**config.mk**
```make
export PLATFORM = sky130hd
export DESIGN_NAME = text_word_slot_tokenizer_unit
export DESIGN_NICKNAME = d
export VERILOG_FILES = /design/src/hw/rtl/tws_pkg.sv /design/src/hw/rtl/tws_cfg.sv /design/src/hw/rtl/tws_core.sv /design/src/hw/rtl/text_word_slot_tokenizer_unit.sv
export SDC_FILE = /design/constraint.sdc
export NUM_CORES = 1
export LEC_CHECK = 0
export BUFFER_PORTS_ARGS = -buffer_cell sky130_fd_sc_hd__buf_2
export CAP_MARGIN = 20
export CORE_MARGIN = 1.5
export CORE_UTILIZATION = 57
export DETAILED_ROUTE_END_ITERATION = 8
export GPL_ROUTABILITY_DRIVEN = 0
export PLACE_DENSITY_LB_ADDON = 0.05
export REMOVE_ABC_BUFFERS = 1
export SLEW_MARGIN = 20
export SYNTH_ARGS = -nofsm -noshare
export SYNTH_HDL_FRONTEND = slang
export SYNTH_SLANG_ARGS = --single-unit
```
**constraint.sdc**
```tcl
create_clock -name clk -period 8.79 [get_ports clk]
set_input_delay 0 -clock clk [delete_from_list [all_inputs] [get_ports clk]]
set_output_delay 0 -clock clk [all_outputs]
set_load 0.01 [all_outputs]
```
**src/hw/rtl/tws_pkg.sv**
```systemverilog
// Package for the text word slot tokenizer: geometry constants, state and
// result types, the character encoder and the punctuation test.
// No dependencies; used by every module of the block.
package tws_pkg;

	localparam int CHARS_PER_WORD  = 16;
	localparam int WORDS_PER_FRAME = 32;

	localparam logic [6:0] CODE_NL_KEEP   = 7'd95;
	localparam logic [6:0] CODE_NL_FOLD   = 7'd69;
	localparam logic [6:0] CODE_MAX_KEEP  = 7'd96;
	localparam logic [6:0] CODE_MAX_FOLD  = 7'd70;
	localparam logic [7:0] BYTE_LF        = 8'd10;
	localparam logic [7:0] BYTE_CR        = 8'd13;
	localparam logic [7:0] BYTE_SPACE     = 8'd32;
	localparam logic [7:0] BYTE_LOWER_A   = 8'd97;
	localparam logic [7:0] BYTE_FOLD_OFS  = 8'd64;

	localparam logic [0:0] REG_KEEP_CAPITALS = 1'd0;

	typedef enum logic [1:0] {
		MODE_SKIP = 2'd0,
		MODE_WORD = 2'd1,
		MODE_DROP = 2'd2
	} mode_t;

	typedef struct packed {
		mode_t      mode;
		logic [4:0] chars;
		logic [4:0] slot;
	} tok_state_t;

	typedef struct packed {
		logic [4:0] word_slot;
		logic [4:0] char_position;
		logic [6:0] char_code;
		logic       has_char;
		logic       closes_word;
		logic       closes_frame;
		logic       last_result;
	} result_t;

	function automatic logic [6:0] encode_byte(input logic [7:0] b, input logic keep);
		logic [7:0] v;
		logic [6:0] code;
		if (b == BYTE_LF || b == BYTE_CR) begin
			code = keep ? CODE_NL_KEEP : CODE_NL_FOLD;
		end else if (b < BYTE_SPACE) begin
			code = keep ? CODE_MAX_KEEP : CODE_MAX_FOLD;
		end else if (keep) begin
			v = b - BYTE_SPACE;
			code = (v > {1'b0, CODE_MAX_KEEP}) ? CODE_MAX_KEEP : v[6:0];
		end else begin
			v = (b < BYTE_LOWER_A) ? b - BYTE_SPACE : b - BYTE_FOLD_OFS;
			code = (v > {1'b0, CODE_MAX_FOLD}) ? CODE_MAX_FOLD : v[6:0];
		end
		return code;
	endfunction

	function automatic logic is_punct(input logic [6:0] c, input logic keep);
		logic p;
		p = c inside {7'd1, 7'd2, 7'd8, 7'd9, 7'd12, 7'd13, 7'd14,
			7'd26, 7'd27, 7'd28, 7'd31, 7'd32, 7'd64};
		return p || (c == (keep ? CODE_NL_KEEP : CODE_NL_FOLD));
	endfunction

	// slot after a close, wrapping at the frame end
	function automatic logic [4:0] next_slot(input logic [4:0] s);
		logic [5:0] n;
		n = {1'b0, s} + 6'd1;
		return (n >= 6'(WORDS_PER_FRAME)) ? 5'd0 : n[4:0];
	endfunction

	function automatic logic frame_end(input logic [4:0] s);
		return ({1'b0, s} + 6'd1) >= 6'(WORDS_PER_FRAME);
	endfunction

endpackage

```
**src/hw/rtl/tws_cfg.sv**
```systemverilog
// APB-style configuration register file: holds keep_capitals.
// Depends on tws_pkg for the register index.
module tws_cfg (
	input  logic        clk,
	input  logic        arst_n,
	input  logic        psel,
	input  logic        penable,
	input  logic        pwrite,
	input  logic [2:0]  paddr,
	input  logic [31:0] pwdata,
	output logic [31:0] prdata,
	output logic        pready,
	output logic        keep_caps
);

	logic keep_q;
	logic hit;

	assign hit = (paddr[2:2] == tws_pkg::REG_KEEP_CAPITALS) && (paddr[1:0] == 2'd0);

	always_ff @(posedge clk or negedge arst_n) begin
		if (!arst_n) begin
			keep_q <= 1'b1;
		end else if (psel && penable && pwrite && hit) begin
			keep_q <= pwdata[0];
		end
	end

	assign pready    = 1'b1;
	assign prdata    = hit ? {31'd0, keep_q} : 32'd0;
	assign keep_caps = keep_q;

endmodule

```
**src/hw/rtl/tws_core.sv**
```systemverilog
// Combinational tokenizer step: encodes one byte and, from the current word
// state, forms up to two results and the next state. Depends on tws_pkg.
module tws_core (
	input  logic                byte_in,
	input  logic [7:0]          text_byte,
	input  logic                keep_caps,
	input  tws_pkg::tok_state_t cur_state,
	output tws_pkg::tok_state_t next_state,
	output tws_pkg::result_t    res0,
	output tws_pkg::result_t    res1,
	output logic [1:0]          res_count
);

	logic [6:0] code;
	logic       space;
	logic       punct;
	logic [5:0] pos_inc;
	logic       full;
	logic [4:0] slot_n;
	logic [4:0] letter_pos;

	assign code  = tws_pkg::encode_byte(text_byte, keep_caps);
	assign space = (code == 7'd0);
	assign punct = !space && tws_pkg::is_punct(code, keep_caps);
	assign slot_n = tws_pkg::next_slot(cur_state.slot);

	always_comb begin
		next_state = cur_state;
		res0       = '0;
		res1       = '0;
		res_count  = 2'd0;
		letter_pos = (cur_state.mode == tws_pkg::MODE_WORD) ? cur_state.chars : 5'd0;
		pos_inc    = {1'b0, letter_pos} + 6'd1;
		full       = pos_inc >= 6'(tws_pkg::CHARS_PER_WORD);

		if (byte_in) begin
			case (cur_state.mode)
				tws_pkg::MODE_WORD: begin
					if (space || punct) begin
						// close marker carrying the word length
						res0.word_slot     = cur_state.slot;
						res0.char_position = cur_state.chars;
						res0.closes_word   = 1'b1;
						res0.closes_frame  = tws_pkg::frame_end(cur_state.slot);
						next_state.mode    = tws_pkg::MODE_SKIP;
						next_state.chars   = 5'd0;
						next_state.slot    = slot_n;
						res_count          = 2'd1;
						if (punct) begin
							res1.word_slot    = slot_n;
							res1.char_code    = code;
							res1.has_char     = 1'b1;
							res1.closes_word  = 1'b1;
							res1.closes_frame = tws_pkg::frame_end(slot_n);
							next_state.slot   = tws_pkg::next_slot(slot_n);
							res_count         = 2'd2;
						end
					end
				end
				tws_pkg::MODE_DROP: begin
					if (space) begin
						next_state.mode = tws_pkg::MODE_SKIP;
					end else if (punct) begin
						next_state.mode = tws_pkg::MODE_SKIP;
					end
				end
				default: begin
					next_state.mode  = tws_pkg::MODE_SKIP;
					next_state.chars = 5'd0;
				end
			endcase

			// single-character punctuation word outside a word
			if (punct && cur_state.mode != tws_pkg::MODE_WORD) begin
				res0.word_slot    = cur_state.slot;
				res0.char_code    = code;
				res0.has_char     = 1'b1;
				res0.closes_word  = 1'b1;
				res0.closes_frame = tws_pkg::frame_end(cur_state.slot);
				next_state.chars  = 5'd0;
				next_state.slot   = slot_n;
				res_count         = 2'd1;
			end

			// store a letter, closing the word when it fills the last position
			if (!space && !punct && cur_state.mode != tws_pkg::MODE_DROP) begin
				res0.word_slot     = cur_state.slot;
				res0.char_position = letter_pos;
				res0.char_code     = code;
				res0.has_char      = 1'b1;
				res_count          = 2'd1;
				if (full) begin
					res0.closes_word  = 1'b1;
					res0.closes_frame = tws_pkg::frame_end(cur_state.slot);
					next_state.mode   = tws_pkg::MODE_DROP;
					next_state.chars  = 5'd0;
					next_state.slot   = slot_n;
				end else begin
					next_state.mode  = tws_pkg::MODE_WORD;
					next_state.chars = pos_inc[4:0];
				end
			end
		end

		res0.last_result = (res_count == 2'd1);
		res1.last_result = 1'b1;
	end

endmodule

```
**src/hw/rtl/text_word_slot_tokenizer_unit.sv**
```systemverilog
// Text word slot tokenizer top level: input register, tokenizer step,
// result register with a hold slot for a second result.
// Depends on tws_pkg, tws_cfg and tws_core.
//
// Usage:
//   Input channel (in_valid, in_stall, text_byte) takes one text byte per
//   transaction. Output channel (out_valid, out_stall and the result fields)
//   delivers stored characters and word-close markers in stream order.
//   A byte is captured in the input register; its result loads into the
//   result register when the output is free and the hold slot is empty.
//   Throughput: one byte per cycle while each byte gives at most one result
//   and the receiver does not stall. A byte that gives two results
//   (punctuation inside a word) holds the next byte in the input register
//   while the hold slot drains. Spaces between words give no result.
//   When the receiver stalls, the result register and the input register
//   hold; in_stall rises once the input register is full and blocked.
//   Reset clears all valids, sets keep_capitals to 1 and the word state to
//   between words, slot 0. The APB port writes keep_capitals at byte
//   address 0; write it only while the block is idle.
module text_word_slot_tokenizer_unit (
	input  logic        clk,
	input  logic        arst_n,
	input  logic        psel,
	input  logic        penable,
	input  logic        pwrite,
	input  logic [2:0]  paddr,
	input  logic [31:0] pwdata,
	output logic [31:0] prdata,
	output logic        pready,
	input  logic        in_valid,
	output logic        in_stall,
	input  logic [7:0]  text_byte,
	output logic        out_valid,
	input  logic        out_stall,
	output logic [4:0]  word_slot,
	output logic [4:0]  char_position,
	output logic [6:0]  char_code,
	output logic        has_char,
	output logic        closes_word,
	output logic        closes_frame,
	output logic        last_result
);

	logic                keep_caps;
	logic                valid_s1;
	logic [7:0]          byte_s1;
	tws_pkg::tok_state_t state_q;
	tws_pkg::tok_state_t state_next;
	tws_pkg::result_t    res0;
	tws_pkg::result_t    res1;
	logic [1:0]          res_count;
	tws_pkg::result_t    out_q;
	logic                out_valid_q;
	tws_pkg::result_t    hold_q;
	logic                hold_valid_q;
	logic                out_free;
	logic                consume;
	logic                in_accept;

	tws_cfg u_cfg (
		.clk       (clk),
		.arst_n    (arst_n),
		.psel      (psel),
		.penable   (penable),
		.pwrite    (pwrite),
		.paddr     (paddr),
		.pwdata    (pwdata),
		.prdata    (prdata),
		.pready    (pready),
		.keep_caps (keep_caps)
	);

	tws_core u_core (
		.byte_in    (consume),
		.text_byte  (byte_s1),
		.keep_caps  (keep_caps),
		.cur_state  (state_q),
		.next_state (state_next),
		.res0       (res0),
		.res1       (res1),
		.res_count  (res_count)
	);

	assign out_free  = !out_valid_q || !out_stall;
	// the second result drains before the next byte is worked on
	assign consume   = valid_s1 && out_free && !hold_valid_q;
	assign in_stall  = valid_s1 && !consume;
	assign in_accept = in_valid && !in_stall;

	always_ff @(posedge clk or negedge arst_n) begin
		if (!arst_n) begin
			valid_s1 <= 1'b0;
		end else begin
			valid_s1 <= in_accept || (valid_s1 && !consume);
		end
	end

	always_ff @(posedge clk) begin
		if (in_accept) begin
			byte_s1 <= text_byte;
		end
	end

	always_ff @(posedge clk or negedge arst_n) begin
		if (!arst_n) begin
			state_q.mode  <= tws_pkg::MODE_SKIP;
			state_q.chars <= 5'd0;
			state_q.slot  <= 5'd0;
		end else if (consume) begin
			state_q <= state_next;
		end
	end

	always_ff @(posedge clk or negedge arst_n) begin
		if (!arst_n) begin
			out_valid_q  <= 1'b0;
			hold_valid_q <= 1'b0;
		end else if (out_free) begin
			if (hold_valid_q) begin
				out_valid_q  <= 1'b1;
				hold_valid_q <= 1'b0;
			end else if (consume) begin
				out_valid_q  <= (res_count != 2'd0);
				hold_valid_q <= (res_count == 2'd2);
			end else begin
				out_valid_q <= 1'b0;
			end
		end
	end

	always_ff @(posedge clk) begin
		if (out_free) begin
			if (hold_valid_q) begin
				out_q <= hold_q;
			end else if (consume) begin
				out_q  <= res0;
				hold_q <= res1;
			end
		end
	end

	assign out_valid     = out_valid_q;
	assign word_slot     = out_q.word_slot;
	assign char_position = out_q.char_position;
	assign char_code     = out_q.char_code;
	assign has_char      = out_q.has_char;
	assign closes_word   = out_q.closes_word;
	assign closes_frame  = out_q.closes_frame;
	assign last_result   = out_q.last_result;

endmodule

```
==> results.json <==
{
  "clock_tree.root_cell": "sky130_fd_sc_hd__clkbuf_8",
  "r2r_start": "byte_s1[5]",
  "cts_tree": "done",
  "vias_per_cell": 5.74,
  "synth_ff_type": "sky130_fd_sc_hd__edfxtp_1",
  "vdd.ir_drop.worst_mv": 0.144,
  "detail_route.wl_per_cell_um": 15.7,
  "postCtsSetupBuffers": 0,
  "pin_count_of_the_biggest_net_entering_global_routing": 35,
  "ff_latch_area_sq_um": 1690,
  "timing.final.max_slew_violations": 0,
  "initial_utilization_pct": 58.7,
  "remaining_drc_errors": 0,
  "avgSynthCellArea_sq_um": 10.3,
  "yosys.cell_count.top_type": "sky130_fd_sc_hd__edfxtp_1",
  "multi_input_comb_area_sq_um": 1750,
  "cts-resized-gates": 0,
  "synthesis.area_sq_um": 3700,
  "timing.final.crit_period_ns": 4.37,
  "grt_antenna_before_repair": 0,
  "largest_family_of_logic_cells_by_synthesized_area": "compound AO/OA/AOI/OAI gates",
  "n_antenna_cell": 0,
  "portBuffers": 42,
  "worst-endpoint-arrival_ns": 4.46,
  "ff2ff_path_depth": 10,
  "post_synth_edffs": 43,
  "worst_r2r_endpoint": "last_result",
  "total_power_density_per_cell_area_nw_per_um2": 237,
  "totalWireLength_mm": 7.68,
  "pin_count": 106,
  "chipHeight_um": 83.6,
  "grtUsageTotal_pct": 22.8,
  "netlist_instances": 359,
  "cts.path.max_buffers": 2,
  "design.final.nets": 464,
  "core.rowCount": 29,
  "dr_vias": 2809,
  "setup-violations-final": 0,
  "synth_top_area_share_pct": 34.9,
  "p_leak_nw": 1.73,
  "layout_worst_path_cycle_share_pct": 49.8,
  "critPathLaunchType": "flip-flop",
  "critPathMaxFanout": 15,
  "synth.area.top_cells": "sky130_fd_sc_hd__edfxtp_1 (35%), sky130_fd_sc_hd__dfrtp_1 (10%), sky130_fd_sc_hd__buf_4 (6.7%), sky130_fd_sc_hd__nor2_1 (3.1%), sky130_fd_sc_hd__nand2_1 (2.8%)",
  "setup_repair_after_global_routing_missed_its_margin": "false",
  "tightestPinTransition_ns": 0.931,
  "area_share_of_fa_ha_maj_cells_after_synthesis_pct": 2.63,
  "synth.ff_latch_count": 59,
  "synthMuxAreaShare_pct": 2.09,
  "place.detailed.hpwl_mm": 5.13,
  "timing.setup.critical_path_class": "reg2reg",
  "layout_stage_area_growth_over_the_synthesis_result_pct": 11.3,
  "drt_iter0_drc": 198,
  "slew_headroom_pct": 37.9,
  "timing.reg2reg.setup_slack_ns": 4.42,
  "maxUsedRoutingLayer": "met4",
  "synthDistinctLibCells": 75,
  "tritoncts_num_sinks": 59,
  "m1_wire_length_mm": 3.34,
  "cts_hold_buffers": 13,
  "clk-insertion-delay-late_ns": 0.34,
  "global_route.overflow_total": 0,
  "final.setup_skew_ns": 0.00848,
  "synth_compound_gate_area_share_pct": 20.6,
  "maxCapViolCount": 0,
  "timing.critical_path.to_type": "flip-flop",
  "core_area_sq_um": 6310,
  "antenna_left": 0,
  "global_route_wire_length_before_repair_mm": 12.8,
  "clock_tree.htree_level_count": 3,
  "wl_met3_um": 448,
  "firstDrtPassIters": 4,
  "postSynth.asyncResetShare_pct": 27.1,
  "final_layout_size_suffix_gt1_share_pct": 20.9,
  "synth_common_cells": "sky130_fd_sc_hd__edfxtp_1 (43), sky130_fd_sc_hd__buf_4 (33), sky130_fd_sc_hd__nor2_1 (31), sky130_fd_sc_hd__nand2_1 (28), sky130_fd_sc_hd__nand3_1 (17)",
  "yosys_warnings": 0,
  "grt_pass1_vias": 2652,
  "finalHoldWorstSlack_ns": 0.128,
  "hold_violations": 0,
  "synthXorXnorAreaFrac_pct": 1.86,
  "max_freq_mhz": 229,
  "ys_seq_area_share_pct": 45.7,
  "synth_simple_gate_area_share_pct": 16.7,
  "clkTransAtPathRegs_ns": 0.07,
  "netlist.top_cell.by_area": "sky130_fd_sc_hd__edfxtp_1",
  "status": "completed",
  "min-delay-path-class": "in2async",
  "fp.dieW_um": 83.6,
  "setup_total_negative_slack_ns": 0,
  "numCtsBuffers": 9,
  "die_ar_sq_um": 6990,
  "worst-endpoint-required_ns": 8.88,
  "layout.filler_cells": 524,
  "dr_wl_met2_mm": 3.78
}
==> registers in the layout, indices dropped and copies added, names as in the netlist <==
signal / flops
has_char: 1
state_q: 12
valid_s1: 1
char_position: 5
char_code: 7
hold_q: 14
byte_s1: 8
u_cfg.keep_caps: 1
closes_frame: 1
out_valid: 1
word_slot: 5
closes_word: 1
hold_valid_q: 1
last_result: 1
==> placed cells by master (no fill, tap or decap), types with 3 or more instances in the layout <==
cell type	count
sky130_fd_sc_hd__nand2_1	28
sky130_fd_sc_hd__nand2b_1	6
sky130_fd_sc_hd__xor2_1	3
sky130_fd_sc_hd__and2_1	9
sky130_fd_sc_hd__nor2b_1	4
sky130_fd_sc_hd__a22o_1	8
sky130_fd_sc_hd__conb_1	32
sky130_fd_sc_hd__a211oi_1	3
sky130_fd_sc_hd__nor2_1	31
sky130_fd_sc_hd__o211ai_1	3
sky130_fd_sc_hd__a211oi_2	3
sky130_fd_sc_hd__nand3_1	17
sky130_fd_sc_hd__a311oi_1	3
sky130_fd_sc_hd__a31oi_1	3
sky130_fd_sc_hd__a21o_1	5
sky130_fd_sc_hd__mux2i_1	3
sky130_fd_sc_hd__edfxtp_1	43
sky130_fd_sc_hd__clkbuf_8	9
sky130_fd_sc_hd__dlygate4sd3_1	13
sky130_fd_sc_hd__a21oi_1	14
sky130_fd_sc_hd__o31ai_1	11
sky130_fd_sc_hd__and3_1	6
sky130_fd_sc_hd__buf_2	42
sky130_fd_sc_hd__ha_1	7
sky130_fd_sc_hd__nor3_1	4
sky130_fd_sc_hd__xnor2_1	3
sky130_fd_sc_hd__inv_1	12
sky130_fd_sc_hd__o21ai_0	7
sky130_fd_sc_hd__dfrtp_1	15
==> worst max-delay path by stage <==
stage	from	endpoint
finish	byte_s1[5]	last_result
global route	byte_s1[5]	last_result
CTS	byte_s1[5]	last_result
detailed placement	byte_s1[5]	last_result
global placement	byte_s1[5]	last_result
floorplan	byte_s1[5]	last_result
==> report_power, final <==
group	total [mW]	internal (mW)	switching, mW
registers	0.413	0.365	0.0475
logic	0.331	0.134	0.197
clock network	0.236	0.130	0.106
==> kinds of logic (layout without fill, tap and decap cells) <==
group,Yosys count,count (layout)
adder cells (fa/ha/maj),8,8
flip-flops,59,59
other,2,32
AO/OA/AOI/OAI,95,95
multiplexers,7,7
XOR/XNOR,7,7
buffers and inverters,62,85
AND/OR/NAND/NOR,119,119
==> worst max-delay path, stage by stage (launching register included) <==
cell	delay, ns
sky130_fd_sc_hd__edfxtp_1	0.58
sky130_fd_sc_hd__inv_1	0.11
sky130_fd_sc_hd__ha_1	0.42
sky130_fd_sc_hd__nor4b_2	0.61
sky130_fd_sc_hd__a211oi_2	0.19
sky130_fd_sc_hd__or2_2	0.33
sky130_fd_sc_hd__o31a_1	0.13
sky130_fd_sc_hd__o21a_2	0.26
sky130_fd_sc_hd__o211ai_1	0.73
sky130_fd_sc_hd__nand2_2	0.40
sky130_fd_sc_hd__a31o_2	0.35
==> per-stage QoR <==
stage / power (mW) / area [sq um] / util, % / setup WS, ns / std cells
after floorplan: 0.649 / 3480 / - / 5.16 / 339
after global placement: 0.726 / 3810 / 60.3 / 4.58 / 460
after detailed placement: 0.738 / 3810 / 60.3 / 4.49 / 460
after CTS: 0.979 / 4120 / 65.3 / 4.47 / 489
after global routing: 1.04 / 4120 / 65.3 / 4.16 / 489
final: 0.979 / 4120 / 65.3 / 4.42 / 489
==> final cells by class <==
cell class	count	share of cell area [%]
flip-flops and latches	59	41.0
multi-input cells	268	42.4
well taps	77	2.34
repair buffers	57	8.62
inverters	12	1.09
clock inverters	5	1.30
clock buffers	11	3.19
==> per-layer routing <==
layer  global-route usage (%)  vias up
met2                     37.5      112
met1                     30.0     1316
met5                        0        -
met4                     9.99        0
met3                     3.56       12
li1                         -     1369
Power figures use the tool's default switching activity.
